## config.mk

```make
export PLATFORM = sky130hd
export DESIGN_NAME = salru_div
export DESIGN_NICKNAME = d
export VERILOG_FILES = /design/src/design/salru_pkg.sv /design/src/design/salru_div.sv
export SDC_FILE = /design/constraint.sdc
export NUM_CORES = 1
export LEC_CHECK = 0
export BUFFER_PORTS_ARGS = -buffer_cell sky130_fd_sc_hd__buf_4
export CAP_MARGIN = 40
export CORE_MARGIN = 4
export CORE_UTILIZATION = 48
export DETAILED_ROUTE_END_ITERATION = 6
export MAX_ROUTING_LAYER = met4
export PLACE_DENSITY_LB_ADDON = 0.2
export SLEW_MARGIN = 5
export SYNTH_ARGS = -nofsm -noshare
export SYNTH_HDL_FRONTEND = slang
export SYNTH_SLANG_ARGS = --single-unit
```

## constraint.sdc

```tcl
create_clock -name clk -period 2.3 [get_ports clk]
set_input_delay 0.23 -clock clk [delete_from_list [all_inputs] [get_ports clk]]
set_output_delay 0.23 -clock clk [all_outputs]
set_load 0.05 [all_outputs]
```

## src/design/salru_pkg.sv

```systemverilog
// ----------------------------------------------------------------------------
// salru_pkg: shared types and constants
// Widths, register indexes, controller states, the per-set row layout and divider ports.
// ----------------------------------------------------------------------------
`default_nettype none

package salru_pkg;

    localparam int MAX_SETS   = 256;
    localparam int MAX_WAYS   = 8;
    localparam int SET_W      = $clog2(MAX_SETS);
    localparam int WAY_W      = $clog2(MAX_WAYS);
    localparam int FILL_W     = $clog2(MAX_WAYS + 1);
    localparam int ADDR_W     = 31;
    localparam int DIV_W      = 16;
    localparam int CFG_IDX_W  = 2;
    localparam int CFG_DATA_W = 9;
    localparam int SETS_REG_W = 9;
    localparam int WAYS_REG_W = 4;
    localparam int BW_REG_W   = 7;

    typedef enum logic [CFG_IDX_W-1:0] {
        CFG_SET_COUNT   = 2'd0,
        CFG_WAY_COUNT   = 2'd1,
        CFG_BLOCK_WORDS = 2'd2
    } cfg_idx_t;

    typedef enum logic [2:0] {
        ST_IDLE,
        ST_DIV_BLOCK,
        ST_DIV_SET,
        ST_READ,
        ST_UPDATE
    } ctrl_state_t;

    typedef struct packed {
        logic [MAX_WAYS-1:0][ADDR_W-1:0] tags;
        logic [MAX_WAYS-1:0][WAY_W-1:0]  ranks;
        logic [FILL_W-1:0]               fill;
    } set_row_t;

    typedef struct packed {
        logic              start;
        logic [ADDR_W-1:0] dividend;
        logic [DIV_W-1:0]  divisor;
    } div_req_t;

    typedef struct packed {
        logic              done;
        logic              busy;
        logic [ADDR_W-1:0] quotient;
        logic [DIV_W-1:0]  remainder;
    } div_rsp_t;

endpackage

`default_nettype wire

```

## src/design/salru_div.sv

```systemverilog
// ----------------------------------------------------------------------------
// salru_div: radix-2 restoring divider
// One quotient bit per cycle; quotient and remainder hold until next start.
// ----------------------------------------------------------------------------
`default_nettype none

module salru_div import salru_pkg::*;
(
    input  wire logic     clk,
    input  wire logic     rst_n,
    input  wire div_req_t req,
    output div_rsp_t      rsp
);

    localparam int CNT_W = $clog2(ADDR_W + 1);

    logic [ADDR_W-1:0] quo_reg, quo_next;
    logic [DIV_W-1:0]  rem_reg, rem_next;
    logic [DIV_W-1:0]  dvs_reg, dvs_next;
    logic [CNT_W-1:0]  cnt_reg, cnt_next;
    logic              busy_reg, busy_next;
    logic              done_reg, done_next;
    logic [DIV_W:0]    trial;
    logic              ge;

    always_comb
    begin
        trial     = {rem_reg, quo_reg[ADDR_W-1]};
        ge        = (trial >= {1'b0, dvs_reg});
        quo_next  = quo_reg;
        rem_next  = rem_reg;
        dvs_next  = dvs_reg;
        cnt_next  = cnt_reg;
        busy_next = busy_reg;
        done_next = 1'b0;
        if (busy_reg)
        begin
            // shift in one dividend bit, subtract when it fits
            quo_next = {quo_reg[ADDR_W-2:0], ge};
            rem_next = ge ? DIV_W'(trial - {1'b0, dvs_reg}) : trial[DIV_W-1:0];
            cnt_next = cnt_reg - CNT_W'(1);
            if (cnt_reg == CNT_W'(1))
            begin
                busy_next = 1'b0;
                done_next = 1'b1;
            end
        end
        else if (req.start)
        begin
            quo_next  = req.dividend;
            rem_next  = '0;
            dvs_next  = req.divisor;
            cnt_next  = CNT_W'(ADDR_W);
            busy_next = 1'b1;
        end
    end

    always_ff @(posedge clk or negedge rst_n)
    begin
        if (!rst_n)
        begin
            cnt_reg  <= '0;
            busy_reg <= 1'b0;
            done_reg <= 1'b0;
        end
        else
        begin
            cnt_reg  <= cnt_next;
            busy_reg <= busy_next;
            done_reg <= done_next;
        end
    end

    always_ff @(posedge clk)
    begin
        quo_reg <= quo_next;
        rem_reg <= rem_next;
        dvs_reg <= dvs_next;
    end

    assign rsp.done      = done_reg;
    assign rsp.busy      = busy_reg;
    assign rsp.quotient  = quo_reg;
    assign rsp.remainder = rem_reg;

endmodule

`default_nettype wire

```

==> results.py, run 1 <==
metrics = {
    "clock_network": {
        "clk_latency_ps": 360,
        "cts.sinks": 70,
        "cts_tree": "done",
        "cts.path.max_buffers": 2,
        "ctsHtreeMaxLevel": 3,
        "root_buffer": "clkbuf_8",
        "clk_pin_slew_ps": 90,
        "numCtsBuffers": 9,
    },
    "worst_setup_path": {
        "crit_arrival_ps": 2510,
        "crit_fanout": 5,
        "r2r_cells": 9,
        "regToRegEndpoint": "rem_reg[9]",
        "r2r_start": "rem_reg[11]",
        "endpoint_kind": "flop",
        "critPathSlowestCell": "edfxtp_1",
        "max_stage_delay_ps": 440,
        "reg2reg_slack_ps": -20,
        "cp_data_required_time_ps": 2500,
        "worstSetupPathType": "flop to flop",
        "crit_chain": "ha_4 > a21oi_4 > o211ai_2 > a311o_1 > o31ai_4 > buf_6 > buf_8 > nand2_2 > a21oi_2",
        "cp-start-kind": "flop",
    },
    "placement": {
        "gp_congestion": 0.8687,
        "dp_cells": 589,
        "port_buffers": 98,
        "dp_hpwl_um": 7675,
        "place_area_mm2": 0.005264,
    },
    "sta": {
        "rsz0062_at_grt": "yes",
        "maxSlewHeadroom_pct": 48.58,
        "finalSetupViolCount": 1,
        "fmax_ghz": 0.4318,
        "fin_crit_sh_pct": 100.7,
        "report.final.slew_viol_count": 0,
        "finalWorstSetupSlack_ps": -15.77,
        "hold_viol": 0,
        "period_minus_slack_ps": 2316,
        "tightest_slew_ps": 770.4,
        "skew_ps": 10.93,
    },
    "grt": {
        "antenna_found_initial": 0,
        "grt_max_degree": 48,
        "grt_pass1_wl_um": 16990,
        "grt_remaining_overflow": 0,
        "gr-usage-all-layers_pct": 22.83,
        "use_met2_pct": 38.22,
        "met3_usage_pct": 6.369,
        "grt_pass1_vias": 3513,
        "top_usage_layer": "met2",
        "grtUsageMet1_pct": 26.29,
    },
    "finish": {
        "final_common_cell": "buf_4",
        "fin_nets": 583,
        "largest_register_ff_count": 31,
        "final_cell_mix": "buf_4, edfxtp_1, mux2_2",
        "final_cells": 621,
        "drive_above_1_share_pct": 55.49,
        "design_area_mm2": 0.005948,
        "antennaDiodeCount": 0,
        "fin_util_pct": 75.41,
        "area_delta_synth_final_pct": 50.44,
    },
    "yosys": {
        "synth_largest_area_cell": "edfxtp_1",
        "yosys.area.top_type_share_pct": 47.85,
        "ys_seq_area_share_pct": 52.28,
        "ys_ff_latch": 70,
        "synthDistinctLibCells": 58,
        "yosysWarningCount": 0,
        "syn_area_mm2": 0.003954,
        "synth_area_per_cell_um2": 11.56,
        "synth_ff_type": "edfxtp_1",
        "synth_edf_count": 63,
        "synth_async_sr_flop_share_pct": 10.00,
        "synthCells": 342,
        "synth_area_leaders": "edfxtp_1, mux2_2, ha_1",
        "syn-num-nets": 411,
    },
    "route": {
        "vias_per_cell": 5.480,
        "drc": 0,
        "drt_iter0_drc": 204,
        "via_count": 3403,
        "drt-total-wl_um": 11320,
        "drt-pass1-iter-count": 5,
        "ant_nets": 0,
        "wire_per_inst_um": 18.22,
    },
    "hold_path": {
        "worstHoldStart": "req[10]",
        "worstHoldEndpoint": "dvs_reg[10]",
        "hold_class": "input port to flop",
        "min_delay_path_depth": 1,
    },
    "pwr": {
        "power_density_mw_per_mm2": 1777,
        "p_leak_nw": 2.546,
        "vdd_drop_max_uv": 1002,
    },
    "floorplanning": {
        "die_area_mm2": 0.009754,
        "start_util_pct": 50.13,
        "ios": 99,
        "die_h_um": 98.76,
        "rows": 32,
        "core-area_mm2": 0.007888,
        "fp.dieW_um": 98.76,
    },
    "flow_run": {
        "maxCapViolCount": 0,
    },
    "run_status": {
        "violations": "setup timing",
        "outcome": "finished, violations left",
    },
}
-- routing by layer --
metal / part of all wire (%) / vias to the layer above
met2: 50 / 142
met1: 40 / 1629
met4: 2.1 / 0
met5: 0 / -
li1: - / 1610
met3: 7.8 / 22
-- power breakdown --
group | total, W | switching [W] | internal [W] | leakage [nW]
registers | 0.00250 | 0.000355 | 0.00215 | 0.723
clock network | 0.00107 | 0.000553 | 0.000516 | 0.102
logic | 0.00700 | 0.00397 | 0.00303 | 1.72
-- worst max-delay path, delay by kind of cell (launching register included) --
kind	cells	cell delay, ps
DFF	1	440
buffers and inverters	2	290
AOI/OAI and AO/OA	5	1090
adders and majority gates	1	280
and+or+nand+nor	1	50
-- cells by family (layout without fill, tap and decap cells) --
kind of cell | Yosys count | after routing | share of synthesized area, %
buffers and inverters | 41 | 218 | 4.968
xor gates and xnor gates | 4 | 4 | 0.8862
adders and majority gates | 19 | 19 | 6.203
muxes | 33 | 33 | 9.304
and+or+nand+nor | 101 | 101 | 13.20
AOI/OAI and AO/OA | 74 | 74 | 13.17
DFF | 70 | 70 | 52.28
-- how the worst max path moves through the flow --
| stage | start | endpoint |
|---|---|---|
| floorplan | rem_reg[9] | rem_reg[14] |
| global placement | quo_reg[30] | rem_reg[12] |
| detailed placement | quo_reg[30] | rem_reg[12] |
| CTS | rem_reg[0] | rem_reg[13] |
| global route | rem_reg[11] | rem_reg[13] |
| finish | rem_reg[11] | rem_reg[9] |
-- per-stage QoR --
stage | hold slack [ps] | power [W] | setup TNS [ps] | setup WS [ps]
global placement | 47.67 | 0.008323 | -431.5 | -157.9
CTS | 30.96 | 0.009867 | -95.48 | -38.63
detailed placement | 48.42 | 0.008457 | -883.7 | -196.7
finish | 38.08 | 0.01057 | -15.77 | -15.77
global route | 24.44 | 0.01111 | -942.5 | -90.32
floorplan | -65.59 | 0.006427 | -3602 | -282.2
-- cell usage after synthesis, types with 3 or more instances --
| master | instances |
|---|---|
| nor3_1 | 10 |
| nor2_1 | 16 |
| mux2i_1 | 3 |
| o21a_1 | 5 |
| buf_6 | 4 |
| nand2b_1 | 8 |
| buf_2 | 4 |
| xnor2_1 | 3 |
| dfrtp_1 | 7 |
| or3_1 | 5 |
| edfxtp_1 | 63 |
| nand3_1 | 12 |
| nand2_1 | 29 |
| nand4_1 | 4 |
| ha_1 | 18 |
| nor2b_1 | 4 |
| mux2_2 | 30 |
| a21oi_2 | 3 |
| inv_1 | 25 |
| a21oi_1 | 30 |
| a21o_1 | 3 |
| o21ai_0 | 8 |
| clkbuf_1 | 4 |
-- what timing repair did --
action,4_1_cts,5_1_grt
hold buffers,1,0
gates resized for setup,20,52
endpoints found under the hold margin,7,0
pin swaps,12,36
buffers inserted,6,10
setup endpoints to repair,17,16
-- final cells by class --
type                            instances  area [um^2]
Clock inverter                          7        80.08
Multi-Input combinational cell        231         2054
Sequential cell                        70         2067
Clock buffer                            9        123.9
Tap cell                              102        127.6
Inverter                               25        93.84
Fill cell                             503         1939
Timing Repair Buffer                  177         1401
No activity file was read; power rests on OpenSTA's default activity.
==> run 2, diff against run 1 <==
--- a/config.mk
+++ b/config.mk
@@ -12,6 +12,7 @@
 export DETAILED_ROUTE_END_ITERATION = 6
 export MAX_ROUTING_LAYER = met4
 export PLACE_DENSITY_LB_ADDON = 0.2
+export REMOVE_ABC_BUFFERS = 1
 export SLEW_MARGIN = 5
 export SYNTH_ARGS = -nofsm -noshare
 export SYNTH_HDL_FRONTEND = slang
==> run 2 against run 1 <==
Sequential cell count unchanged; first-iteration DRC count down 31%; routed wire length down 10%; final cell count down 1.9%; critical path depth unchanged; clock skew down 0.83 ps; sequential power about the same; clock power down 7%; the run still ends with setup timing left; design area down 4.7%; global-route usage down 1.0 points.
==> results.py, run 2 (synthesized netlist as in run 1, its figures left out) <==
metrics = {
    "floorplanning": {
        "start_util_pct": 50.13,
        "ios": 99,
        "die_area_mm2": 0.009754,
        "fp.dieW_um": 98.76,
        "core-area_mm2": 0.007888,
        "rows": 32,
        "die_h_um": 98.76,
    },
    "sta": {
        "maxSlewHeadroom_pct": 60.97,
        "timing.hold.ws_ps": 58.13,
        "rsz0062_at_grt": "yes",
        "finalWorstSetupSlack_ps": -7.567,
        "fmax_ghz": 0.4334,
        "tightest_slew_ps": 584.7,
        "hold_viol": 0,
        "fin_crit_sh_pct": 100.3,
        "finalSetupViolCount": 1,
        "period_minus_slack_ps": 2308,
        "report.final.slew_viol_count": 0,
        "skew_ps": 10.10,
    },
    "clock_network": {
        "clk_latency_ps": 340,
        "clk_pin_slew_ps": 80,
        "ctsHtreeMaxLevel": 3,
        "cts.path.max_buffers": 2,
        "numCtsBuffers": 9,
        "cts_tree": "done",
        "cts.sinks": 70,
        "root_buffer": "clkbuf_8",
    },
    "route": {
        "via_count": 3252,
        "drt-pass1-iter-count": 4,
        "drt_iter0_drc": 141,
        "vias_per_cell": 5.340,
        "drc": 0,
        "drt-total-wl_um": 10140,
        "ant_nets": 0,
        "wire_per_inst_um": 16.66,
    },
    "hold_path": {
        "min_delay_path_depth": 1,
        "hold_class": "input port to flop",
        "worstHoldEndpoint": "dvs_reg[0]",
        "worstHoldStart": "req[0]",
    },
    "placement": {
        "port_buffers": 98,
        "gp_congestion": 0.9066,
        "place_area_mm2": 0.005194,
        "dp_hpwl_um": 7366,
        "post-place-ws_ps": -113.9,
        "dp_cells": 588,
    },
    "finish": {
        "design_area_mm2": 0.005669,
        "antennaDiodeCount": 0,
        "final_cell_mix": "buf_4, edfxtp_1, mux2_2",
        "final_cells": 609,
        "final_common_cell": "buf_4",
        "largest_register_ff_count": 31,
        "drive_above_1_share_pct": 49.90,
        "fin_nets": 571,
        "area_delta_synth_final_pct": 43.39,
        "fin_util_pct": 71.88,
    },
    "worst_setup_path": {
        "endpoint_kind": "flop",
        "r2r_cells": 9,
        "worstSetupPathType": "flop to flop",
        "setup.worst_path.start": "rem_reg[7]",
        "crit_fanout": 6,
        "reg2reg_slack_ps": -8,
        "cp-start-kind": "flop",
        "r2r_start": "rem_reg[7]",
        "regToRegEndpoint": "rem_reg[13]",
        "crit_arrival_ps": 2500,
        "cp_data_required_time_ps": 2490,
    },
    "grt": {
        "grt_pass1_vias": 3435,
        "gr-usage-all-layers_pct": 21.81,
        "antenna_found_initial": 0,
        "grt_remaining_overflow": 0,
        "grt_pass1_wl_um": 16590,
        "grt_max_degree": 49,
    },
    "pwr": {
        "vdd_drop_max_uv": 1178,
        "power_density_mw_per_mm2": 1746,
        "p_leak_nw": 2.450,
    },
    "run_status": {
        "outcome": "finished, violations left",
        "violations": "setup timing",
    },
    "flow_run": {
        "maxCapViolCount": 0,
    },
}
[run 2: cell types whose count changed in the layout (fill, tap and decap cells not counted), moves of 4 or more]
cell     previous run  this run
buf_6              10         6
inv_2               8         4
a21oi_1            17        23
inv_1              17        21
buf_4             163       157
[run 2: layout make-up]
type,instances,area (um^2)
inverter,25,93.84
multi-input combinational,231,1914
tap,102,127.6
clock inverter,6,61.31
timing repair buffer,165,1276
sequential,70,2068
clock buffer,10,127.6
fill,576,2218
[run 2: metrics by stage]
step                setup TNS [ps]  power [W]
floorplan                   -43000   0.006203
global placement            -719.5   0.008225
detailed placement           -1194   0.008365
CTS                              0   0.009786
global route                -562.3    0.01046
finish                      -7.567   0.009899
[run 2: what timing repair did]
| item | CTS | global route |
|---|---|---|
| buffers inserted | 3 | 1 |
| hold buffers | 1 | 0 |
| endpoints found under the hold margin | 7 | 0 |
| pin swaps | 12 | 6 |
| cloned | 0 | 0 |
| endpoints found under the setup margin | 17 | 17 |
| resized for setup | 31 | 12 |
[run 2: how the worst max path moves through the flow]
stage,end
after detailed placement,rem_reg[13]
after global routing,rem_reg[4]
after floorplan,quo_reg[0]
after CTS,rem_reg[8]
after global placement,rem_reg[2]
final,rem_reg[13]
[run 2: power breakdown]
group          total [W]  internal [W]  switching (W)  leakage (nW)
combinational    0.00637       0.00271        0.00365          1.63
sequential       0.00253       0.00215       0.000380         0.723
clock            0.00100      0.000501       0.000502        0.0981
total            0.00990       0.00536        0.00454          2.45
[run 2: layer usage]
metal	track usage, %	vias to the layer above	routed length [um]
met4	7.353	0	153
met3	4.034	13	567
met1	28.12	1543	4531
met2	34.76	113	4891
li1	-	1583	-
met5	-	-	0
[run 2: critical path, stage by stage, from the launching register on]
cell and delay (ps):
edfxtp_1 440, ha_4 280, buf_4 140, a21oi_2 130
o21ai_2 80, buf_6 130, nand2b_1 130, o21a_1 170
or4_1 530, a21oi_1 130
