**src/design/salru_pkg.sv**
```systemverilog
// ----------------------------------------------------------------------------
// salru_pkg: shared types and constants
// Widths, register indexes, controller states, the per-set row layout and divider ports.
// ----------------------------------------------------------------------------
`default_nettype none

package salru_pkg;

    localparam int MAX_SETS   = 256;
    localparam int MAX_WAYS   = 8;
    localparam int SET_W      = $clog2(MAX_SETS);
    localparam int WAY_W      = $clog2(MAX_WAYS);
    localparam int FILL_W     = $clog2(MAX_WAYS + 1);
    localparam int ADDR_W     = 31;
    localparam int DIV_W      = 16;
    localparam int CFG_IDX_W  = 2;
    localparam int CFG_DATA_W = 9;
    localparam int SETS_REG_W = 9;
    localparam int WAYS_REG_W = 4;
    localparam int BW_REG_W   = 7;

    typedef enum logic [CFG_IDX_W-1:0] {
        CFG_SET_COUNT   = 2'd0,
        CFG_WAY_COUNT   = 2'd1,
        CFG_BLOCK_WORDS = 2'd2
    } cfg_idx_t;

    typedef enum logic [2:0] {
        ST_IDLE,
        ST_DIV_BLOCK,
        ST_DIV_SET,
        ST_READ,
        ST_UPDATE
    } ctrl_state_t;

    typedef struct packed {
        logic [MAX_WAYS-1:0][ADDR_W-1:0] tags;
        logic [MAX_WAYS-1:0][WAY_W-1:0]  ranks;
        logic [FILL_W-1:0]               fill;
    } set_row_t;

    typedef struct packed {
        logic              start;
        logic [ADDR_W-1:0] dividend;
        logic [DIV_W-1:0]  divisor;
    } div_req_t;

    typedef struct packed {
        logic              done;
        logic              busy;
        logic [ADDR_W-1:0] quotient;
        logic [DIV_W-1:0]  remainder;
    } div_rsp_t;

endpackage

`default_nettype wire

```
**src/design/salru_lru_upd.sv**
```systemverilog
// ----------------------------------------------------------------------------
// salru_lru_upd: recency update for one set
// Tag compare across the ways, then hit promotion or miss insertion.
// ----------------------------------------------------------------------------
`default_nettype none

module salru_lru_upd import salru_pkg::*;
(
    input  wire set_row_t              row,
    input  wire logic [ADDR_W-1:0]     tag,
    input  wire logic [WAYS_REG_W-1:0] ways,
    output set_row_t                   row_new,
    output logic                       hit
);

    logic [WAY_W-1:0]  hit_slot;
    logic [WAY_W-1:0]  hit_rank;
    logic [WAY_W-1:0]  vic_slot;
    logic [WAY_W-1:0]  last_rank;
    logic [WAY_W-1:0]  ins_slot;
    logic              full;
    logic [FILL_W-1:0] fill;

    always_comb
    begin
        fill      = row.fill;
        hit       = 1'b0;
        hit_slot  = '0;
        vic_slot  = '0;
        last_rank = WAY_W'(fill - FILL_W'(1));
        full      = ({1'b0, fill} >= (FILL_W+1)'(ways)) && (fill != '0);
        for (int k = MAX_WAYS - 1; k >= 0; k--)
        begin
            if ((FILL_W'(k) < fill) && (row.tags[k] == tag))
            begin
                hit      = 1'b1;
                hit_slot = WAY_W'(k);
            end
        end
        for (int k = 0; k < MAX_WAYS; k++)
        begin
            if ((FILL_W'(k) < fill) && (row.ranks[k] == last_rank))
            begin
                vic_slot = WAY_W'(k);
            end
        end
        hit_rank = row.ranks[hit_slot];
        ins_slot = full ? vic_slot : WAY_W'(fill);

        row_new = row;
        if (hit)
        begin
            // promote: age everything younger than the hit entry
            for (int j = 0; j < MAX_WAYS; j++)
            begin
                if ((FILL_W'(j) < fill) && (row.ranks[j] < hit_rank))
                begin
                    row_new.ranks[j] = row.ranks[j] + WAY_W'(1);
                end
            end
            row_new.ranks[hit_slot] = '0;
        end
        else
        begin
            // age all live entries, drop the oldest when full
            for (int j = 0; j < MAX_WAYS; j++)
            begin
                if ((FILL_W'(j) < fill) && !(full && (WAY_W'(j) == vic_slot)))
                begin
                    row_new.ranks[j] = row.ranks[j] + WAY_W'(1);
                end
            end
            row_new.tags[ins_slot]  = tag;
            row_new.ranks[ins_slot] = '0;
            if (!full)
            begin
                row_new.fill = fill + FILL_W'(1);
            end
        end
    end

endmodule

`default_nettype wire

```
**config.mk**
```make
export PLATFORM = sky130hd
export DESIGN_NAME = salru_lru_upd
export DESIGN_NICKNAME = d
export VERILOG_FILES = /design/src/design/salru_pkg.sv /design/src/design/salru_lru_upd.sv
export SDC_FILE = /design/constraint.sdc
export NUM_CORES = 1
export LEC_CHECK = 0
export BUFFER_PORTS_ARGS = -buffer_cell sky130_fd_sc_hd__buf_4
export CAP_MARGIN = 20
export CORE_AREA = 2 2 232 234
export DETAILED_ROUTE_END_ITERATION = 12
export DIE_AREA = 0 0 234 236
export SYNTH_ARGS = -nofsm -noshare
export SYNTH_HDL_FRONTEND = slang
export SYNTH_SLANG_ARGS = --single-unit
```
**constraint.sdc**
```tcl
create_clock -name vclk -period 12.16
set_clock_uncertainty 0.1 [all_clocks]
set_input_delay 0.608 -clock vclk [all_inputs]
set_output_delay 0.608 -clock vclk [all_outputs]
set_load 0.01 [all_outputs]
```
==> flow_summary.json, run 1 <==
{
  "rsz0062_at_grt": "no",
  "die_y_um": 236,
  "p_per_area_nw_per_um2": 66.64,
  "dp_cells": 2261,
  "vdd_drop_max_uv": 26.18,
  "grt-ovfl-total": 0,
  "synth_area_sq_um": 8591,
  "cts_resized": 0,
  "finish.cell_count_without_fillers": 2261,
  "seq_area_frac_synth_pct": 0,
  "finalPower_mw": 0.9012,
  "hpwl_um": 57880,
  "max_slew_margin_pct": 27.15,
  "port_buffers": 588,
  "post-route-util_pct": 25.48,
  "hold_depth": 3,
  "crit_type": "input port to output pin",
  "critical_path.top_delay_family": "simple AND/OR/NAND/NOR gates",
  "wire_per_inst_um": 30.00,
  "crit_path_start_kind": "input port",
  "required_ns": 11.45,
  "tightest_slew_ns": 1.084,
  "p_leak_nw": 5.772,
  "start_util_pct": 16.19,
  "synthToLayoutAreaGrowth_pct": 57.41,
  "boundaryPins": 588,
  "fillers": 5890,
  "grt_pass1_wl_um": 89530,
  "n_antenna_cell": 0,
  "max_stage_delay_ns": 0.98,
  "cp_max_fo": 20,
  "finalMaxSlewViolations": 0,
  "place_congestion": 0.8923,
  "hold_viol": 0,
  "slowest_stage": "nor4_2",
  "cp.arrival_ns": 5.88,
  "coreArea_sq_um": 53070,
  "grt_antenna_before_repair": 1,
  "synth_top_cell_area_share_pct": 32.90,
  "die_width_um": 234,
  "setup_tns_ns": 0,
  "final_layout_size_suffix_gt1_share_pct": 56.61,
  "fin_nets": 1901,
  "cp.depth": 14,
  "drtIter0Drc": 668,
  "period_share_pct": 54.19,
  "drcViolationCount": 0,
  "status": "finished, final reports clean",
  "layout.area.seq_sq_um": 0,
  "synth_top_area_cell": "mux2_2",
  "layout_setup_ws_ns": 5.571,
  "rows": 85,
  "wirelength_um": 67840,
  "postCtsHoldBufs": 0,
  "seq_cells": 0,
  "syn-num-nets": 1398,
  "period_needed_ns": 6.589,
  "synth_cell_types": 76,
  "multi_input_area_sq_um": 8009,
  "grt_max_degree": 34,
  "vias_per_cell": 4.776,
  "cp-end-kind": "output pin",
  "syn_inst": 1064,
  "grt_use_total_pct": 23.18,
  "cpMostUsedCell": "buf_4",
  "cp_cell_sequence": "buf_4 > xnor2_1 > nand4_1 > nor4_2 > nand4_1 > and2_0 > and3_1 > and2_1 > inv_2 > nor2_1 > nand2_2 > buf_4 > mux2_2 > buf_4",
  "pre_cts_slack_ns": 5.758,
  "clock_buffers": 0,
  "cp_num_buf_inv": 4,
  "fmax_mhz": 151.8,
  "cap_violations": 0,
  "grt_pass1_vias": 10790,
  "setup_violations": 0,
  "synth_area_leaders": "mux2_2 (33%), xnor2_1 (16%), xor2_1 (11%)",
  "cts_setup_buffers": 0,
  "postRouteAntennaNets": 0,
  "syn_avg_cell_area_sq_um": 8.074,
  "firstDrtPassIters": 5,
  "dr_total_vias": 10800,
  "yosys_warnings": 0,
  "hold_path.class": "input port to output pin",
  "die-area_sq_um": 55220
}
-- per-layer routing --
metal	up-vias	part of all wire (%)	track usage, %
met1	5361	42	29.28
met5	-	0	0
met2	529	50	41.35
met3	61	5.3	2.442
li1	4847	-	-
met4	0	3.1	6.061
-- synth_stat cells, types with 5 or more instances --
master / count
nor2_1: 33
buf_4: 7
or3_1: 7
o21ai_0: 32
a21oi_1: 19
xnor2_1: 158
o211ai_1: 5
nor4_1: 32
inv_1: 32
mux2_2: 251
or2_2: 9
nand4_1: 48
mux2i_1: 7
a21o_1: 6
a31oi_1: 6
nor3_1: 16
buf_2: 49
buf_1: 10
o22ai_1: 7
xor2_1: 110
a211oi_1: 6
clkbuf_1: 30
ha_1: 23
nand3_1: 7
nand2b_1: 7
nor2b_1: 6
nand2_1: 41
a31o_2: 5
-- stage by stage --
step	area, sq um	hold WS [ns]
CTS	13520	1.441
global route	13520	1.452
finish	13520	1.440
global placement	13500	1.441
detailed placement	13520	1.438
floorplan	8591	1.209
-- tightest hold or removal path: stages --
cell	delay [ns]
buf_4	0.09
mux2_2	0.13
buf_4	0.11
-- cells by family after synthesis --
family / Yosys count / synth area share, %
AND/OR/NAND/NOR: 235 / 15.42
XOR/XNOR: 273 / 28.68
AO/OA/AOI/OAI: 139 / 11.29
adder cells (fa/ha/maj): 26 / 3.714
buffers and inverters: 133 / 7.180
multiplexers: 258 / 33.72
-- cell type report --
class                      instances  share of cell area [%]
inverter                          33                  0.9160
tap                              696                   6.440
timing repair buffer             601                   33.42
multi-input combinational        931                   59.22
-- final timing paths --
| kind | startpoint | to |
|---|---|---|
| worst max-delay path | tag[14] | row_new[195] |
| worst min-delay path | row[149] | row_new[149] |
-- report_power, final --
part / leakage [nW] / total, mW / switching [mW] / internal [mW]
logic: 5.77 / 0.901 / 0.477 / 0.424
clock network: 0 / 0 / 0 / 0
registers: 0 / 0 / 0 / 0
-- placed cells by master (no fill, tap or decap), types with 5 or more instances in the layout --
cell type,instances
nand3_1,6
o22ai_1,7
nor3_1,15
mux2i_1,7
o211ai_1,5
xor2_1,110
nand4_1,48
a21oi_1,19
mux2_2,251
a31o_2,5
nor4_1,32
or2_2,9
a211oi_1,6
ha_1,23
xnor2_1,158
nand2b_1,7
nor2b_1,6
buf_4,600
nor2_1,30
a21o_1,6
nand2_1,40
or3_1,7
a31oi_1,6
inv_1,32
o21ai_0,31
Power figures use the tool's default switching activity.
==> run 2, diff against run 1 <==
Settings changed: CORE_AREA 2 2 232 234 to 2 2 228 230, DIE_AREA 0 0 234 236 to 0 0 230 232.
Clock period 12.16 ns to 6.4 ns, I/O delays scaled along.
==> flow_summary.json, run 2 (synthesized netlist as in run 1, its figures left out) <==
{
  "crit_type": "input port to output pin",
  "grt_antenna_before_repair": 5,
  "grt_pass1_wl_um": 86170,
  "p_leak_nw": 5.789,
  "layout_commonest_cell": "buf_4",
  "cap_violations": 0,
  "hold_path.class": "input port to output pin",
  "dpl_cell_area_sq_um": 13530,
  "max_stage_delay_ns": 0.92,
  "finalPower_mw": 1.683,
  "wirelength_um": 64620,
  "firstDrtPassIters": 5,
  "crit_path_start_kind": "input port",
  "drcViolationCount": 0,
  "port_buffers": 588,
  "post-route-util_pct": 26.61,
  "required_ns": 5.98,
  "grt_use_total_pct": 22.69,
  "layout.area.seq_sq_um": 0,
  "boundaryPins": 588,
  "period_needed_ns": 5.764,
  "start_util_pct": 16.88,
  "cp_cell_sequence": "buf_4 > xor2_1 > nor4_1 > nand4_1 > nor3_2 > or2_2 > nor4b_1 > a221o_1 > a21oi_2 > o22ai_1 > and4_1 > o32ai_1 > buf_4",
  "postCtsHoldBufs": 0,
  "postRouteAntennaNets": 0,
  "setup_tns_ns": 0,
  "drtIter0Drc": 696,
  "hpwl_um": 54270,
  "cts_resized": 0,
  "cp_max_fo": 19,
  "tightest_slew_ns": 1.065,
  "cpMostUsedCell": "buf_4",
  "place_congestion": 0.9388,
  "coreArea_sq_um": 50890,
  "setup_violations": 0,
  "grt_max_degree": 32,
  "die_y_um": 232,
  "period_share_pct": 90.06,
  "clock_buffers": 0,
  "cp-startpoint": "tag[7]",
  "cts_setup_buffers": 0,
  "final_layout_size_suffix_gt1_share_pct": 56.70,
  "p_per_area_nw_per_um2": 124.3,
  "wire_per_inst_um": 28.70,
  "status": "finished, final reports clean",
  "grt-ovfl-total": 0,
  "cp-end-kind": "output pin",
  "synthToLayoutAreaGrowth_pct": 57.62,
  "die_width_um": 230,
  "mostFrequentLayoutCells": "buf_4 (603), mux2_2 (251), xnor2_1 (158)",
  "cp.arrival_ns": 5.34,
  "stdcell_area_sq_um": 13540,
  "min_from": "row[140]",
  "fmax_mhz": 173.5,
  "die-area_sq_um": 53360,
  "vias_per_cell": 4.855,
  "rsz0062_at_grt": "no",
  "grt_pass1_vias": 10750,
  "vdd_drop_max_uv": 58.23,
  "hold_viol": 0,
  "rows": 83,
  "max_slew_margin_pct": 28.38,
  "dr_total_vias": 10930,
  "slowest_stage": "nor4_1",
  "finalMaxSlewViolations": 0,
  "seq_cells": 0,
  "fin_nets": 1904
}
## run 2: cell count changes in the layout (fill, tap and decap cells not counted), sizes merged
cell / change
buf: +3
diode: +4
## run 2: through the flow
step / worst slack (ns) / hold WS (ns) / cells
6_report: 0.6365 / 0.8665 / 2252
5_1_grt: 0.5500 / 0.8783 / 2249
4_1_cts: 0.8008 / 0.8676 / 2248
3_5_place_dp: 0.8423 / 0.8645 / 2248
3_3_place_gp: 0.8814 / 0.8652 / 2248
2_1_floorplan: 1.742 / 0.6327 / 1064
## run 2: power by group
part | internal (mW) | switching (mW) | total (mW)
logic | 0.807 | 0.877 | 1.68
clock network | 0.0000000416 | 0 | 0.0000000416
registers | 0 | 0 | 0
total | 0.807 | 0.877 | 1.68
## run 2: worst paths after layout
check | endpoint | slack [ns] | cells past startpoint
worst min-delay path | row_new[140] | 0.87 | 3
worst max-delay path | row_new[24] | 0.64 | 13
## run 2: area by class of cell
cell class                      count  area (sq um)
Timing Repair Buffer              604          4547
Multi-Input combinational cell    931          8009
Inverter                           33         123.9
Tap cell                          680         850.8
Fill cell                        5651         37350
Antenna cell                        4         10.01
## run 2: worst max-delay path, delay by kind of cell
kind                   cells  cell delay, ns
XOR/XNOR                   1            0.20
AO/OA/AOI/OAI              4            1.78
buffers and inverters      2            0.43
AND/OR/NAND/NOR            6            2.59
## run 2: routing by layer
layer | share of wire [%] | wire length, um | up-vias | GRT usage [%]
met1 | 41 | 26270 | 5391 | 28.47
li1 | - | - | 4859 | -
met4 | 3.9 | 2547 | 2 | 7.319
met5 | 0.017 | 11 | - | 0
met2 | 49 | 31590 | 598 | 39.89
met3 | 6.5 | 4208 | 84 | 3.033
==> run 3, diff against run 2 <==
Settings changed: CORE_AREA 2 2 228 230 to 2 2 232 234, DIE_AREA 0 0 230 232 to 0 0 234 236.
Clock period 6.4 ns to 5.1 ns, I/O delays scaled along.
==> flow_summary.json, run 3 (synthesized netlist as in run 1, its figures left out) <==
{
  "status": "finished, final reports clean",
  "die_width_um": 234,
  "dr_total_vias": 11340,
  "grt_pass1_wl_um": 92290,
  "period_share_pct": 95.18,
  "rsz0062_at_grt": "no",
  "crit_path_start_kind": "input port",
  "seq_cells": 0,
  "grt_use_total_pct": 23.70,
  "tightest_slew_ns": 0.6916,
  "clock_buffers": 0,
  "pre_cts_slack_ns": -0.02520,
  "post-route-util_pct": 27.04,
  "firstDrtPassIters": 7,
  "wire_per_inst_um": 29.24,
  "max_stage_delay_ns": 0.45,
  "cpMostUsedCell": "buf_4",
  "cp-end-kind": "output pin",
  "crit_type": "input port to output pin",
  "grt_max_degree": 32,
  "place_congestion": 0.9395,
  "fillers": 5774,
  "holdWs_ns": 0.7358,
  "cp_max_fo": 10,
  "fin_nets": 1995,
  "coreArea_sq_um": 53070,
  "boundaryPins": 588,
  "postCtsHoldBufs": 0,
  "fmax_mhz": 206.0,
  "hold_viol": 0,
  "cap_violations": 0,
  "synthToLayoutAreaGrowth_pct": 67.07,
  "vdd_drop_max_uv": 65.67,
  "grt_pass1_vias": 11440,
  "period_needed_ns": 4.854,
  "hpwl_um": 59890,
  "cts_setup_buffers": 0,
  "slowest_stage": "a2111oi_0",
  "cp_cell_sequence": "buf_4 > buf_4 > buf_4 > xor2_1 > nor3_2 > nand4_1 > nor3_4 > buf_4 > o21ai_1 > a21oi_2 > buf_4 > nand2_1 > a32o_1 > or3_1 > maj3_1 > a2111oi_0 > o2bb2ai_1 > buf_4",
  "vias_per_cell": 4.815,
  "hold_path.class": "input port to output pin",
  "drcViolationCount": 0,
  "grt-ovfl-total": 0,
  "die_y_um": 236,
  "start_util_pct": 16.19,
  "port_buffers": 588,
  "die-area_sq_um": 55220,
  "drtIter0Drc": 755,
  "p_per_area_nw_per_um2": 155.4,
  "layout_commonest_cell": "buf_4",
  "hold_depth": 3,
  "required_ns": 4.74,
  "layout_setup_ws_ns": 0.2460,
  "final_layout_size_suffix_gt1_share_pct": 59.31,
  "layout.area.seq_sq_um": 0,
  "grt_antenna_before_repair": 1,
  "postRouteAntennaNets": 0,
  "finalMaxSlewViolations": 0,
  "setup_violations": 0,
  "rows": 85,
  "p_leak_nw": 6.279,
  "cp.arrival_ns": 4.50,
  "mostFrequentLayoutCells": "buf_4 (687), mux2_2 (251), xnor2_1 (158)",
  "max_slew_margin_pct": 53.29,
  "wirelength_um": 68900,
  "setup_tns_ns": 0
}
## run 3: changes by cell type in the layout (fill, tap and decap cells not counted), sizes merged
| cell | delta |
|---|---|
| buf | +91 |
| diode | -3 |
## run 3: path summary, 6_finish.rpt
check,slack (ns),from,to
setup / recovery,0.25,tag[12],row_new[15]
hold / removal,0.74,row[28],row_new[28]
## run 3: power breakdown
part              total, mW  internal [mW]  leakage, nW  switching (mW)
clock network  0.0000000263   0.0000000263   0.00000634               0
registers                 0              0            0               0
logic                  2.23           1.07         6.28            1.16
## run 3: layer usage
layer  part of all wire (%)  wire (um)  GRT usage [%]  up-vias
li1                       -          -              -     5041
met1                     40      27680          29.51     5599
met2                     50      34150          42.11      630
met3                    6.3       4363          2.684       74
met4                    3.9       2698          7.346        0
met5                      0          0              0        -
## run 3: layout make-up
class	instances	area [sq um]	share of cell area [%]
Inverter	33	123.9	0.8630
Antenna cell	1	2.502	0.01744
Multi-Input combinational cell	931	8038	56.00
Timing Repair Buffer	695	5318	37.05
Tap cell	696	870.8	6.067
## run 3: worst max-delay path, delay by kind of cell
family                   cells  cell delay, ns
AO/OA/AOI/OAI                5            1.33
AND/OR/NAND/NOR              5            1.28
buffers and inverters        6            1.05
adder cells (fa/ha/maj)      1            0.36
XOR/XNOR                     1            0.19
## run 3: through the flow
step / power (mW) / instance area (sq um) / instances
floorplan: 1.042 / 8591 / 1064
global placement: 2.219 / 14320 / 2355
detailed placement: 2.221 / 14320 / 2355
CTS: 2.232 / 14330 / 2355
global route: 2.333 / 14350 / 2355
finish: 2.230 / 14350 / 2356
## run 3: timing repair
item	CTS	global route
setup endpoints to repair	2	24
gates resized for setup	1	5
pin swaps	0	1
